`config.mk`:
```
export PLATFORM = sky130hd
export DESIGN_NAME = dual_channel_moving_average
export DESIGN_NICKNAME = d
export VERILOG_FILES = /design/src/dcma_pkg.sv /design/src/dcma_ctrl.sv /design/src/dcma_datapath.sv /design/src/dual_channel_moving_average.sv
export VERILOG_INCLUDE_DIRS = /design/src /design/src/src
export SDC_FILE = /design/constraint.sdc
export NUM_CORES = 2
export LEC_CHECK = 0
export BUFFER_PORTS_ARGS = -buffer_cell sky130_fd_sc_hd__buf_2
export CORE_MARGIN = 2
export CORE_UTILIZATION = 45
export CTS_CLUSTER_DIAMETER = 50
export DETAILED_ROUTE_END_ITERATION = 12
export PLACE_DENSITY = 0.64
export RECOVER_POWER = 25
export SYNTH_ARGS = -nofsm -noshare
export SYNTH_HDL_FRONTEND = slang
export SYNTH_SLANG_ARGS = --single-unit
```
`constraint.sdc`:
```
create_clock -name aclk -period 10.4 [get_ports aclk]
set_input_delay 0.52 -clock aclk [delete_from_list [all_inputs] [get_ports aclk]]
set_output_delay 0.52 -clock aclk [all_outputs]
set_load 0.02 [all_outputs]
```
`src/dual_channel_moving_average_assert.svh`:
```
// ----------------------------------------------------------------------------
// Dual channel moving average: assertion macros
// Concurrent check templates for the top level, the file that carries the assertions.
// ----------------------------------------------------------------------------
`ifndef DUAL_CHANNEL_MOVING_AVERAGE_ASSERT_SVH
`define DUAL_CHANNEL_MOVING_AVERAGE_ASSERT_SVH

// Same-cycle implication, checked out of reset.
`define DCMA_ASSERT_SAME(label, clk, rst_n, ante, cons, msg) \
    label: assert property (@(posedge clk) disable iff (!(rst_n)) (ante) |-> (cons)) \
        else $error(msg);

// Next-cycle implication, checked out of reset.
`define DCMA_ASSERT_NEXT(label, clk, rst_n, ante, cons, msg) \
    label: assert property (@(posedge clk) disable iff (!(rst_n)) (ante) |=> (cons)) \
        else $error(msg);

`endif

```
`src/dcma_pkg.sv`:
```
// ----------------------------------------------------------------------------
// Dual channel moving average: shared package
// Field widths, beat payload types and the controller to datapath interface.
// ----------------------------------------------------------------------------
package dcma_pkg;

    localparam int SAMPLE_BITS     = 16;
    localparam int COUNT_BITS      = 6;
    localparam int WLEN_BITS       = 6;
    localparam int MAX_WINDOW_DEF  = 32;
    localparam logic [WLEN_BITS-1:0] WLEN_RESET = WLEN_BITS'(30);

    typedef struct packed {
        logic                   side;
        logic [SAMPLE_BITS-1:0] upper_length;
        logic [SAMPLE_BITS-1:0] lower_length;
    } in_item_t;

    typedef struct packed {
        logic                   out_side;
        logic [SAMPLE_BITS-1:0] avg_upper;
        logic [SAMPLE_BITS-1:0] avg_lower;
        logic [COUNT_BITS-1:0]  sample_count;
    } out_item_t;

    // Commands from the controller, at most one active per cycle.
    typedef struct packed {
        logic load;      // capture the accepted input beat
        logic rd;        // read the oldest pair of the selected side
        logic upd;       // update window state and start the dividers
        logic step;      // one restoring division step
        logic out_load;  // move the quotients into the output register
    } dcma_cmd_t;

    typedef struct packed {
        logic out_free;  // output register can take a new beat this cycle
    } dcma_sts_t;

endpackage

```
`src/dcma_ctrl.sv`:
```
// ----------------------------------------------------------------------------
// Dual channel moving average: controller
// Sequences read, update, iterative division and output hand-over.
// ----------------------------------------------------------------------------
module dcma_ctrl
    import dcma_pkg::*;
#(
    parameter int MAX_WINDOW = MAX_WINDOW_DEF
) (
    input  logic      aclk,
    input  logic      aresetn,
    input  logic      s_valid,
    output logic      s_ready,
    input  dcma_sts_t sts,
    output dcma_cmd_t cmd
);

    localparam int CW     = $clog2(MAX_WINDOW + 1);
    localparam int SW     = SAMPLE_BITS + CW;
    localparam int STEP_W = $clog2(SW);

    typedef enum logic [4:0] {
        ST_IDLE = 5'b00001,
        ST_READ = 5'b00010,
        ST_UPD  = 5'b00100,
        ST_DIV  = 5'b01000,
        ST_OUT  = 5'b10000
    } state_t;

    state_t              state_reg, state_next;
    logic [STEP_W-1:0]   step_reg, step_next;
    logic                step_last;

    assign step_last = (step_reg == STEP_W'(SW - 1));
    assign s_ready   = (state_reg == ST_IDLE);

    always_comb begin
        state_next = state_reg;
        step_next  = step_reg;
        cmd        = '0;
        unique case (state_reg)
            ST_IDLE: begin
                if (s_valid) begin
                    cmd.load   = 1'b1;
                    state_next = ST_READ;
                end
            end
            ST_READ: begin
                cmd.rd     = 1'b1;
                state_next = ST_UPD;
            end
            ST_UPD: begin
                cmd.upd    = 1'b1;
                step_next  = '0;
                state_next = ST_DIV;
            end
            ST_DIV: begin
                cmd.step  = 1'b1;
                step_next = step_reg + STEP_W'(1);
                if (step_last) begin
                    state_next = ST_OUT;
                end
            end
            ST_OUT: begin
                if (sts.out_free) begin
                    cmd.out_load = 1'b1;
                    state_next   = ST_IDLE;
                end
            end
            default: begin
                state_next = ST_IDLE;
            end
        endcase
    end

    always_ff @(posedge aclk) begin
        if (!aresetn) begin
            state_reg <= ST_IDLE;
            step_reg  <= '0;
        end else begin
            state_reg <= state_next;
            step_reg  <= step_next;
        end
    end

endmodule

```
`src/dcma_datapath.sv`:
```
// ----------------------------------------------------------------------------
// Dual channel moving average: datapath
// Sample store, per-side window state, two restoring dividers, output register.
// ----------------------------------------------------------------------------
module dcma_datapath
    import dcma_pkg::*;
#(
    parameter int MAX_WINDOW = MAX_WINDOW_DEF
) (
    input  logic                 aclk,
    input  logic                 aresetn,
    input  logic                 cfg_wr_en,
    input  logic [WLEN_BITS-1:0] cfg_wr_data,
    input  in_item_t             s_data,
    output logic                 m_valid,
    input  logic                 m_ready,
    output out_item_t            m_data,
    input  dcma_cmd_t            cmd,
    output dcma_sts_t            sts
);

    localparam int PW  = $clog2(MAX_WINDOW);
    localparam int CW  = $clog2(MAX_WINDOW + 1);
    localparam int SW  = SAMPLE_BITS + CW;
    localparam int EW  = ((CW > WLEN_BITS) ? CW : WLEN_BITS) + 1;
    localparam int AW  = PW + 1;
    localparam int DEPTH = 2 ** AW;

    // Window length register and window state per side.
    logic [WLEN_BITS-1:0]     window_len_reg;
    logic [CW-1:0]            cnt_reg  [2];
    logic [PW-1:0]            old_reg  [2];
    logic [SW-1:0]            usum_reg [2];
    logic [SW-1:0]            lsum_reg [2];

    // Pair store: upper sample in the high half.
    logic [2*SAMPLE_BITS-1:0] pair_mem [DEPTH];
    logic [2*SAMPLE_BITS-1:0] rd_pair_reg;

    in_item_t                 in_reg;

    // Division lanes share the divisor.
    logic [CW-1:0]            div_reg;
    logic [CW-1:0]            urem_reg, lrem_reg, urem_next, lrem_next;
    logic [SW-1:0]            uquo_reg, lquo_reg, uquo_next, lquo_next;

    logic                     m_valid_reg;
    out_item_t                m_data_reg;

    logic [CW-1:0]            cur_cnt, cnt_next;
    logic [PW-1:0]            cur_old, old_next, slot;
    logic [SW-1:0]            usum_next, lsum_next, udrop, ldrop;
    logic [EW-1:0]            wl_ext, eff_win;
    logic                     drop;
    logic [CW:0]              slot_sum, slot_wrap;

    function automatic logic [CW:0] div_step(input logic [CW-1:0] rem,
                                             input logic          msb,
                                             input logic [CW-1:0] dvs);
        logic [CW:0] trial;
        logic [CW:0] diff;
        trial = {rem, msb};
        diff  = trial - {1'b0, dvs};
        if (trial >= {1'b0, dvs}) begin
            div_step = {diff[CW-1:0], 1'b1};
        end else begin
            div_step = {trial[CW-1:0], 1'b0};
        end
    endfunction

    assign cur_cnt = cnt_reg[in_reg.side];
    assign cur_old = old_reg[in_reg.side];

    // Effective window: zero reads as one, anything above the store depth saturates.
    always_comb begin
        wl_ext = EW'(window_len_reg);
        if (window_len_reg == '0) begin
            eff_win = EW'(1);
        end else if (wl_ext > EW'(MAX_WINDOW)) begin
            eff_win = EW'(MAX_WINDOW);
        end else begin
            eff_win = wl_ext;
        end
    end

    assign drop = (EW'(cur_cnt) + EW'(1)) > eff_win;

    always_comb begin
        slot_sum  = (CW + 1)'(cur_old) + (CW + 1)'(cur_cnt);
        slot_wrap = slot_sum - (CW + 1)'(MAX_WINDOW);
        if (slot_sum >= (CW + 1)'(MAX_WINDOW)) begin
            slot = PW'(slot_wrap);
        end else begin
            slot = PW'(slot_sum);
        end
    end

    always_comb begin
        if (drop) begin
            cnt_next = cur_cnt;
            udrop    = SW'(rd_pair_reg[2*SAMPLE_BITS-1:SAMPLE_BITS]);
            ldrop    = SW'(rd_pair_reg[SAMPLE_BITS-1:0]);
            if (cur_old == PW'(MAX_WINDOW - 1)) begin
                old_next = '0;
            end else begin
                old_next = cur_old + PW'(1);
            end
        end else begin
            cnt_next = cur_cnt + CW'(1);
            udrop    = '0;
            ldrop    = '0;
            old_next = cur_old;
        end
        usum_next = usum_reg[in_reg.side] - udrop + SW'(in_reg.upper_length);
        lsum_next = lsum_reg[in_reg.side] - ldrop + SW'(in_reg.lower_length);
    end

    always_comb begin
        logic [CW:0] ures;
        logic [CW:0] lres;
        ures      = div_step(urem_reg, uquo_reg[SW-1], div_reg);
        lres      = div_step(lrem_reg, lquo_reg[SW-1], div_reg);
        urem_next = ures[CW:1];
        lrem_next = lres[CW:1];
        uquo_next = {uquo_reg[SW-2:0], ures[0]};
        lquo_next = {lquo_reg[SW-2:0], lres[0]};
    end

    assign sts.out_free = !m_valid_reg || m_ready;
    assign m_valid      = m_valid_reg;
    assign m_data       = m_data_reg;

    // Control state.
    always_ff @(posedge aclk) begin
        if (!aresetn) begin
            window_len_reg <= WLEN_RESET;
            m_valid_reg    <= 1'b0;
            for (int i = 0; i < 2; i++) begin
                cnt_reg[i]  <= '0;
                old_reg[i]  <= '0;
                usum_reg[i] <= '0;
                lsum_reg[i] <= '0;
            end
        end else begin
            if (cfg_wr_en) begin
                window_len_reg <= cfg_wr_data;
            end
            if (cmd.upd) begin
                cnt_reg[in_reg.side]  <= cnt_next;
                old_reg[in_reg.side]  <= old_next;
                usum_reg[in_reg.side] <= usum_next;
                lsum_reg[in_reg.side] <= lsum_next;
            end
            if (cmd.out_load) begin
                m_valid_reg <= 1'b1;
            end else if (m_ready) begin
                m_valid_reg <= 1'b0;
            end
        end
    end

    // Payload registers.
    always_ff @(posedge aclk) begin
        if (cmd.load) begin
            in_reg <= s_data;
        end
        if (cmd.upd) begin
            div_reg  <= cnt_next;
            urem_reg <= '0;
            lrem_reg <= '0;
            uquo_reg <= usum_next;
            lquo_reg <= lsum_next;
        end else if (cmd.step) begin
            urem_reg <= urem_next;
            lrem_reg <= lrem_next;
            uquo_reg <= uquo_next;
            lquo_reg <= lquo_next;
        end
        if (cmd.out_load) begin
            m_data_reg.out_side     <= in_reg.side;
            m_data_reg.avg_upper    <= uquo_reg[SAMPLE_BITS-1:0];
            m_data_reg.avg_lower    <= lquo_reg[SAMPLE_BITS-1:0];
            m_data_reg.sample_count <= COUNT_BITS'(cnt_reg[in_reg.side]);
        end
    end

    // Sample store: one read port, one write port.
    always_ff @(posedge aclk) begin
        if (cmd.rd) begin
            rd_pair_reg <= pair_mem[{in_reg.side, cur_old}];
        end
        if (cmd.upd) begin
            pair_mem[{in_reg.side, slot}] <= {in_reg.upper_length, in_reg.lower_length};
        end
    end

endmodule

```
`src/dual_channel_moving_average.sv`:
```
// An accepted beat passes through the read, update and division states, then waits in the
// output state until the output register is free, which then raises m_valid.
// The restoring dividers produce one quotient bit per cycle for both averages together, and
// a new input beat is taken only once the previous result is in the output register.
// Reset (aresetn low, synchronous) empties both windows, zeroes the sums and sets
// window_len to 30; the sample store itself is not cleared and needs no clearing pass.
// ----------------------------------------------------------------------------
// Dual channel moving average
// Boxcar averages of upper and lower length samples, kept separately for the
// left and right sides, with a run-time window length.
// ----------------------------------------------------------------------------
`include "dual_channel_moving_average_assert.svh"

module dual_channel_moving_average
    import dcma_pkg::*;
#(
    // Store depth per side; the effective window length saturates at this value.
    parameter int MAX_WINDOW = MAX_WINDOW_DEF
) (
    input  logic                 aclk,
    input  logic                 aresetn,
    input  logic                 cfg_wr_en,
    input  logic [WLEN_BITS-1:0] cfg_wr_data,
    input  logic                 s_valid,
    output logic                 s_ready,
    input  in_item_t             s_data,
    output logic                 m_valid,
    input  logic                 m_ready,
    output out_item_t            m_data
);

    // The controller walks each input beat through five phases: capture, a
    // registered read of the side's oldest pair, the window update (which also
    // writes the new pair and loads both dividers), the division steps and the
    // hand-over to the output register. That register sits in front of the result
    // channel, so a finished result may wait there while the next input beat is taken.
    dcma_cmd_t cmd;
    dcma_sts_t sts;

    dcma_ctrl #(
        .MAX_WINDOW (MAX_WINDOW)
    ) u_ctrl (
        .aclk    (aclk),
        .aresetn (aresetn),
        .s_valid (s_valid),
        .s_ready (s_ready),
        .sts     (sts),
        .cmd     (cmd)
    );

    // The datapath owns the window length register, the per-side counts,
    // pointers and running sums, the pair store and the output register.
    dcma_datapath #(
        .MAX_WINDOW (MAX_WINDOW)
    ) u_datapath (
        .aclk        (aclk),
        .aresetn     (aresetn),
        .cfg_wr_en   (cfg_wr_en),
        .cfg_wr_data (cfg_wr_data),
        .s_data      (s_data),
        .m_valid     (m_valid),
        .m_ready     (m_ready),
        .m_data      (m_data),
        .cmd         (cmd),
        .sts         (sts)
    );

    // The sequencer never issues two commands in the same cycle.
    `DCMA_ASSERT_SAME(a_cmd_onehot, aclk, aresetn, 1'b1,
        $onehot0({cmd.load, cmd.rd, cmd.upd, cmd.step, cmd.out_load}),
        "more than one datapath command active")

    // Only one beat is in the datapath at a time.
    `DCMA_ASSERT_NEXT(a_accept_busy, aclk, aresetn, s_valid && s_ready, !s_ready,
        "input taken again straight after an accepted beat")

    // A result handed to the output register is offered on the next cycle.
    `DCMA_ASSERT_NEXT(a_out_valid, aclk, aresetn, cmd.out_load, m_valid,
        "loaded result not presented on the result channel")

    // The output register is only loaded when it is free.
    `DCMA_ASSERT_SAME(a_out_no_overwrite, aclk, aresetn, cmd.out_load,
        !m_valid || m_ready, "pending result overwritten")

endmodule

```
==> reports/qor.csv <==
metric;value;unit
outcome;complete, but fails checks;
failing checks;max-capacitance violations, max-slew violations;
Fin Setup TNS;0;ns
CTS resizes;0;
GPL Wtd Cong;0.9350;
crit end category;flop;
root buf cell;clkbuf_16;
worst-margin pin slew;4.272;ns
Remaining Overflow, GRT;0;
I/O pin count;85;
Post-synth ARST share;0;%
DP Wirelength;198300;um
Area contributors post-synth;edfxtp_1 66%, a21oi_1 5.6%, o21ai_0 2.8%;
RSZ-0062 raised after global routing;false;
Yosys reg bits;2342;
CTS Sinks;2342;
Sw Share;34.78;%
Slew HR;-184.8;%
Die H;487.8;um
post-CTS setup-driven buffer insertion count;0;
drt wl/cell;29.74;um
synthesized area per cell;12.10;um2
synthesized area;105300;um2
FF-to-FF setup slack;3.00;ns
sequential cell area fraction in the yosys report;66.49;%
internal power;18670;uW
yosys warns;0;
vias in the first global route;74904;
routed vias;78411;
Final nets;8757;
Total GRT Usage;29.05;%
detailed-route DRC error count;0;
post-layout min period;7.397;ns
final hold violations;0;
CTS buffer count;274;
Top FF cell, synth;edfxtp_1;
share of layout cells above drive strength 1;8.252;%
Pins Over Slew Limit;1204;
Core Region;232800;um2
Hold Path Class;in -> reg;
final WL;354700;um
Required @ worst endpoint;11.04;ns
first-pass GRT wire length;513500;um
drt initial violations;12727;
final setup vio count;0;
Antenna Violating Nets Remaining;0;
leakage;0.03845;uW
met3 Usage GRT;7.438;%
Max Clock Skew;0.07680;ns
Worst Hold Slack;0.2921;ns
Comb pwr share;29.1;%
Clock Pin Slew Worst Setup and Hold Paths;0.06;ns
site row count;177;
CTS tree;yes;
most frequent cell after synthesis;edfxtp_1;
Worst Path Max Fanout;65;
Reg power frac;39.4;%
pin count of the biggest net entering global routing;155;
starting density of the core;45.25;%
Bufs on Longest Clock Path;4;
clk_lat worst skew;0.96;ns
worst setup path startpoint;u_datapath.in_reg[18];
Die Span X;487.8;um
Psw;9959;uW
Critical Path AT;8.04;ns
Max Cap Viol;26;
Tot Pwr;28630;uW
FMAX;0.1352;GHz
Synth Instances;8703;
Startpoint Class;flop;
Largest register FFs;2048;
Crit Reg-Reg Startpoint;u_datapath.in_reg[18];
post-synth top area cell;edfxtp_1;
Top Usage Layer GRT;met2;
number of synthesized flops with an enable pin;2312;
die area;237900;um2
count of input and output buffers;84;
Post-Place Cell Area;109100;um2
router iterations before antenna repair;8;
hold buffers post-CTS;53;
post-route clock period utilization;71.12;%
initial antenna violation count;31;
Finished Core Util;50.55;%
Design Area, Final;117700;um2
Post-synth top cells;2312 x edfxtp_1, 1178 x a21oi_1, 771 x nand2_1;
Clk pwr share;31.6;%
Yosys cell types;67;
hold path start;s_data[20];
top-area cell type share of the netlist area;65.92;%
Fillers;19745;
met1 Usage GRT;40.28;%
critical path class;reg -> reg;
GR Util met2;44.33;%
Pwr Density;243.3;nW/um2
VDD IR max;0.1611;mV
vias per std cell;6.576;
synth-to-layout area growth;11.73;%
H-Tree Depth;5;
Mapped Nets;8853;
## logic make-up after synthesis
family | after synthesis | synth area share (%)
compound gates | 3374 | 19.98
flops | 2342 | 66.49
simple gates | 1753 | 6.869
buf+inv | 990 | 3.874
fa+ha+maj | 106 | 1.509
mux | 84 | 0.8269
xor+xnor | 54 | 0.4491
## per-stage QoR
step	worst slack (ns)	std cells
2_1_floorplan	4.478	8703
3_3_place_gp	3.343	11410
3_5_place_dp	3.310	11410
4_1_cts	3.283	11918
5_1_grt	2.688	11919
6_report	3.003	11924
## layer usage
layer	wire length [um]	up-vias
met4	12890	8
met3	46580	767
met2	158100	5224
li1	-	33161
met5	57	-
met1	137000	39251
## cell usage in the layout, fill, tap and decap left out, types with 246 or more instances in the layout
| cell | netlist | routed |
|---|---|---|
| a211oi_1 | 309 | 309 |
| edfxtp_1 | 2312 | 2312 |
| inv_1 | 249 | 246 |
| clkbuf_16 | 0 | 279 |
| o21ai_0 | 597 | 597 |
| o22ai_1 | 336 | 336 |
| o221ai_1 | 312 | 312 |
| a21oi_1 | 1178 | 1178 |
| nor2_1 | 713 | 646 |
| nand2_1 | 771 | 768 |
## power groups by stage
stage          combinational [uW]  sequential, uW  clock [uW]
2_1_floorplan                4900           11600           0
3_3_place_gp                 7920           11400           0
3_5_place_dp                 8060           11400           0
4_1_cts                      8120           11200        9070
5_1_grt                      8890           11300        9410
6_report                     8330           11300        9030
## worst max-delay path, stage by stage, from the launching register on
cell and delay (ns):
edfxtp_1 0.42, clkbuf_1 2.82, inv_1 0.59, fa_1 0.76, inv_1 0.05, ha_1 0.34
a211oi_1 0.33, o21ai_0 0.15, a31oi_1 0.34, o21bai_1 0.26, a221oi_1 0.42, xor2_1 0.27
o21ai_0 0.10
## worst paths after layout
check,end,depth (start not counted)
max,u_datapath.uquo_reg[20],12
min,u_datapath.in_reg[20],2
max reg2reg,u_datapath.uquo_reg[20],12
min reg2reg,u_datapath.lrem_reg[5],2
## final cells by class
cell class / instances / area [um2] / area share [%]
diodes: 6 / 15.01 / 0.01276
clock buffers: 335 / 7192 / 6.112
clock inverters: 120 / 945.9 / 0.8039
inverters: 250 / 953.4 / 0.8103
multi-input cells: 5371 / 31800 / 27.02
flip-flops and latches: 2342 / 70030 / 59.52
well taps: 3132 / 3919 / 3.330
repair buffers: 368 / 2815 / 2.392
No activity file was read; power rests on OpenSTA's default activity.
